**config.mk**
```make
export PLATFORM = sky130hd
export DESIGN_NAME = cppt_isqrt
export DESIGN_NICKNAME = d
export VERILOG_FILES = /design/src/cppt_pkg.sv /design/src/cppt_isqrt.sv
export SDC_FILE = /design/constraint.sdc
export NUM_CORES = 2
export LEC_CHECK = 0
export BUFFER_PORTS_ARGS = -buffer_cell sky130_fd_sc_hd__buf_4
export CAP_MARGIN = 10
export CORE_MARGIN = 5
export CORE_UTILIZATION = 62
export CTS_CLUSTER_SIZE = 24
export DETAILED_ROUTE_END_ITERATION = 16
export GPL_TIMING_DRIVEN = 1
export HOLD_SLACK_MARGIN = 0.06
export PLACE_DENSITY = 0.76
export SLEW_MARGIN = 20
export SYNTH_ARGS = -nofsm -noshare
export SYNTH_HDL_FRONTEND = slang
export SYNTH_SLANG_ARGS = --single-unit
```
**constraint.sdc**
```tcl
create_clock -name clk -period 4.2 [get_ports clk]
set_input_delay 0.84 -clock clk [delete_from_list [all_inputs] [get_ports clk]]
set_output_delay 0.84 -clock clk [all_outputs]
set_load 0.005 [all_outputs]
```
**src/cppt_pkg.sv**
```systemverilog
// Shared constants and default parameters for the cluster photon/pi0 tagger.
`default_nettype none
package cppt_pkg;
	localparam int DEF_ENERGY_BITS     = 24;
	localparam int DEF_POSITION_BITS   = 24;
	localparam int DEF_SCORE_FRAC_BITS = 16;
	localparam int PDG_BITS  = 7;
	localparam int MASS_BITS = 20;
	localparam logic [PDG_BITS-1:0]  CODE_PI0    = 7'd111;
	localparam logic [PDG_BITS-1:0]  CODE_PHOTON = 7'd22;
	localparam logic [MASS_BITS-1:0] MASS_RESET  = 20'd134977;
	localparam logic REG_THRESHOLD = 1'b0;
	localparam logic REG_MASS      = 1'b1;
endpackage
`default_nettype wire

```
**src/cppt_isqrt.sv**
```systemverilog
// Pipelined integer square root, two radicand bits per stage.
`default_nettype none
module cppt_isqrt import cppt_pkg::*; #(
	parameter int R = DEF_POSITION_BITS + 1
) (
	input  wire logic           clk,
	input  wire logic           en,
	input  wire logic [2*R-1:0] val,
	output logic      [R-1:0]   root
);
	logic [2*R-1:0] val_s  [0:R];
	logic [R+1:0]   rem_s  [0:R];
	logic [R-1:0]   root_s [0:R];

	always_comb begin
		val_s[0]  = val;
		rem_s[0]  = '0;
		root_s[0] = '0;
	end

	for (genvar k = 0; k < R; k++) begin : g_stage
		logic [R+3:0] cur;
		logic [R+3:0] trial;
		logic         take;
		assign cur   = {rem_s[k], val_s[k][2*R-1 -: 2]};
		assign trial = (R+4)'({root_s[k], 2'b01});
		assign take  = cur >= trial;
		always_ff @(posedge clk) begin
			if (en) begin
				val_s[k+1]  <= {val_s[k][2*R-3:0], 2'b00};
				rem_s[k+1]  <= take ? (R+2)'(cur - trial) : (R+2)'(cur);
				root_s[k+1] <= {root_s[k][R-2:0], take};
			end
		end
	end

	assign root = root_s[R];
endmodule
`default_nettype wire

```
==> run metrics <==
drt pass-1 iters 6; largest net degree at the start of global routing 153; chip height 349 um; 1st-iter DRT viols 3,508; root buf cell clkbuf_16; initial antenna violation count 0; Placed Cells 6,973; crit end category flop; total gr overflow 0; Sw Ratio 27.2%; ANT cells 0; Flop pwr share 50.1%; Final ANT Viol Nets 0; PwrDens 517 mW/mm^2; Crit path required time 4.69 ns; max-slew violations 0; Filler cells 7,978; Reg clk slew, reported paths 0.06 ns; number of flops mapped to enable cells by yosys 1,536; Tmin final 3.70 ns; Final setup viols 0; Initial Utilization 62.3%; status finished clean; H-tree depth 4; multi-input logic area 0.0231 sq mm; CP Launch Type flop; gpl congestion 0.893; vias in the first global route 41,800; static leakage 0.0302 uW; synth warn 0; Core Box Area 0.114 sq mm; Post-CTS Setup Inserts 0; Crit path buffers/inverters 2; post-cts repair resize count 0; top_reg_cell synth edfxtp_1; Tightest Pin Transition 0.901 ns; Num CTS Buffers 155; Crit path max-delay family compound AO/OA/AOI/OAI gates; VDD IR max 0.000391 V; top-level I/O count 77; Layout Cells excl Fill 7,252; Setup Skew 0.0416 ns; clock group share of total power 32.2%; WP data arrival 4.19 ns; register area 0.0461 sq mm; die width 349 um; GR Util All Layers 22.2%; Psw 11,100 uW; sequential fraction of the synthesis area 64.9%; # rows 124; Total Nets Final 6,022; WL per Instance 18.8 um; Max-slew headroom 39.9%; Max Clk Rate 0.270 GHz; die area 0.122 sq mm; RSZ-0062 raised after global routing false; Post-synth ARST share 0%; Comb pwr share 17.7%; Post-Syn Area 0.0711 sq mm; WS Path Type flop to flop; I/O Buffers 76; vias per cell 5.82; synth-to-layout area growth 10.7%; DRC 0; Hold Crit Class input pin to flop; clk_lat worst skew 0.76 ns; critical path cell sequence inv_1 > ha_1 > o21ai_0 > a211oi_1 > a41o_1 > a221oi_1 > a21oi_1 > and2_1 > a31oi_1 > inv_2 > o311ai_0 > xnor2_1; routed wire length 136,000 um; first-pass GRT wire length 218,000 um; Syn Inst Count 5,418; count of unique library cells instantiated by Yosys 83; critical path fanouts, max 28; CTS Hold Bufs 0; via count 42,200; MaxCap Viol Count 0; maximum clock insertion buffer count 3; layout cells sized above 1 7.56%; HPWL after DPL 95,400 um; Layout Utilization 69.0%; final hold violation count 0; Crit-path slowest cell a211oi_1; synthesized flop and latch total 1,536; P_int 29,700 uW; TritonCTS clock tree done; Crit path largest cell delay 0.55 ns; Setup TNS Final 0 ns; CTS sink count 1,536; Avg Cell Area, Syn 13.1 sq um; syn_nets 5,822; period utilisation layout 88.1%
==> flip-flops by register name, indices dropped and copies added (netlist names) <==
| register | cells |
|---|---|
| g_stage.trial | 300 |
| root | 25 |
| val_s | 552 |
| g_stage.cur | 659 |
==> final cells by class <==
class / instances / share of cell area, %
flip-flops and latches: 1536 / 58.6
multi-input cells: 3364 / 29.3
clock buffers: 180 / 5.07
well taps: 1512 / 2.40
inverters: 437 / 2.09
repair buffers: 124 / 1.45
clock inverters: 99 / 1.10
==> stage by stage <==
| stage | instance area (sq um) | hold WS (ns) | setup WS (ns) | total power [uW] |
|---|---|---|---|---|
| after global routing | 78800 | 0.196 | 0.245 | 42800 |
| after CTS | 78800 | 0.183 | 0.503 | 41100 |
| after floorplan | 71100 | 0.400 | 0.959 | 25500 |
| final | 78800 | 0.250 | 0.501 | 40700 |
| after global placement | 73900 | 0.400 | 0.664 | 27700 |
| after detailed placement | 73900 | 0.405 | 0.607 | 27800 |
==> layout by cell type (no fill, tap or decap), drive strengths merged, types with 48 or more instances in the layout <==
| cell type | n |
|---|---|
| a21o | 126 |
| a21oi | 311 |
| buf | 124 |
| clkbuf | 180 |
| clkinv | 80 |
| edfxtp | 1536 |
| ha | 352 |
| inv | 441 |
| mux2 | 49 |
| nand2 | 352 |
| nand2b | 74 |
| nand3 | 84 |
| nand4 | 56 |
| nor2 | 332 |
| nor2b | 52 |
| nor3 | 130 |
| nor4 | 79 |
| o21a | 78 |
| o21ai | 271 |
| or3 | 60 |
| or4 | 48 |
| xnor2 | 241 |
| xor2 | 245 |
==> logic make-up (layout without fill, tap and decap cells) <==
family                   count (synthesis)  in the layout  synth area share [%]
AND/OR/NAND/NOR                       1402           1402                  9.91
AO/OA/AOI/OAI                         1066           1066                  9.42
XOR/XNOR                               486            486                  5.98
multiplexers                            57             57                 0.888
other                                    1              1               0.00527
adder cells (fa/ha/maj)                352            352                  6.19
buffers and inverters                  518            840                  2.74
flip-flops                            1536           1536                  64.9
==> worst reg2reg max path, stage by stage, from the launching register on <==
cell and delay [ns]:
edfxtp_1 0.38, inv_1 0.07, ha_1 0.35, o21ai_0 0.17, a211oi_1 0.55, a41o_1 0.27
a221oi_1 0.10, a21oi_1 0.20, and2_1 0.24, a31oi_1 0.21, inv_2 0.45, o311ai_0 0.28
xnor2_1 0.18
==> path summary, 6_finish.rpt <==
path              slack, ns  depth (start not counted)                   to                  from
setup / recovery       0.50                         12  g_stage[13].cur[22]  g_stage[12].trial[2]
hold / removal         0.25                          1          val_s[1231]               val[29]
setup reg to reg       0.50                         12  g_stage[13].cur[22]  g_stage[12].trial[2]
hold reg to reg        0.39                          0           val_s[728]            val_s[776]
==> cell usage after synthesis (59+ instances only) <==
library cell,number,area share (%)
edfxtp_1,1536,65
inv_1,432,2.3
ha_1,352,6.2
nand2_1,352,1.9
nor2_1,332,1.8
a21oi_1,311,2.2
o21ai_0,269,1.9
xor2_1,245,3.0
xnor2_1,241,3.0
nor3_1,129,0.91
a21o_1,126,1.3
nand3_1,84,0.59
nor4_1,79,0.69
o21a_1,78,0.82
clkbuf_1,74,0.39
nand2b_1,74,0.65
or3_1,59,0.52
==> power by group through the flow <==
stage	registers [uW]	clock network (uW)	logic (uW)
finish	20400	13100	7190
global route	20600	14100	8030
CTS	20400	13400	7190
detailed placement	20700	0	7120
global placement	20700	0	6970
floorplan	20200	0	5350
==> layer usage <==
layer / up-vias / global-route usage (%) / wire [um]
met1: 20300 / 28.1 / 55700
met2: 1088 / 38.7 / 68500
met4: 0 / 8.61 / 5220
met5: - / 0 / 0
met3: 294 / 3.81 / 6710
li1: 20500 / - / -
(Power assumes the default switching activity.)
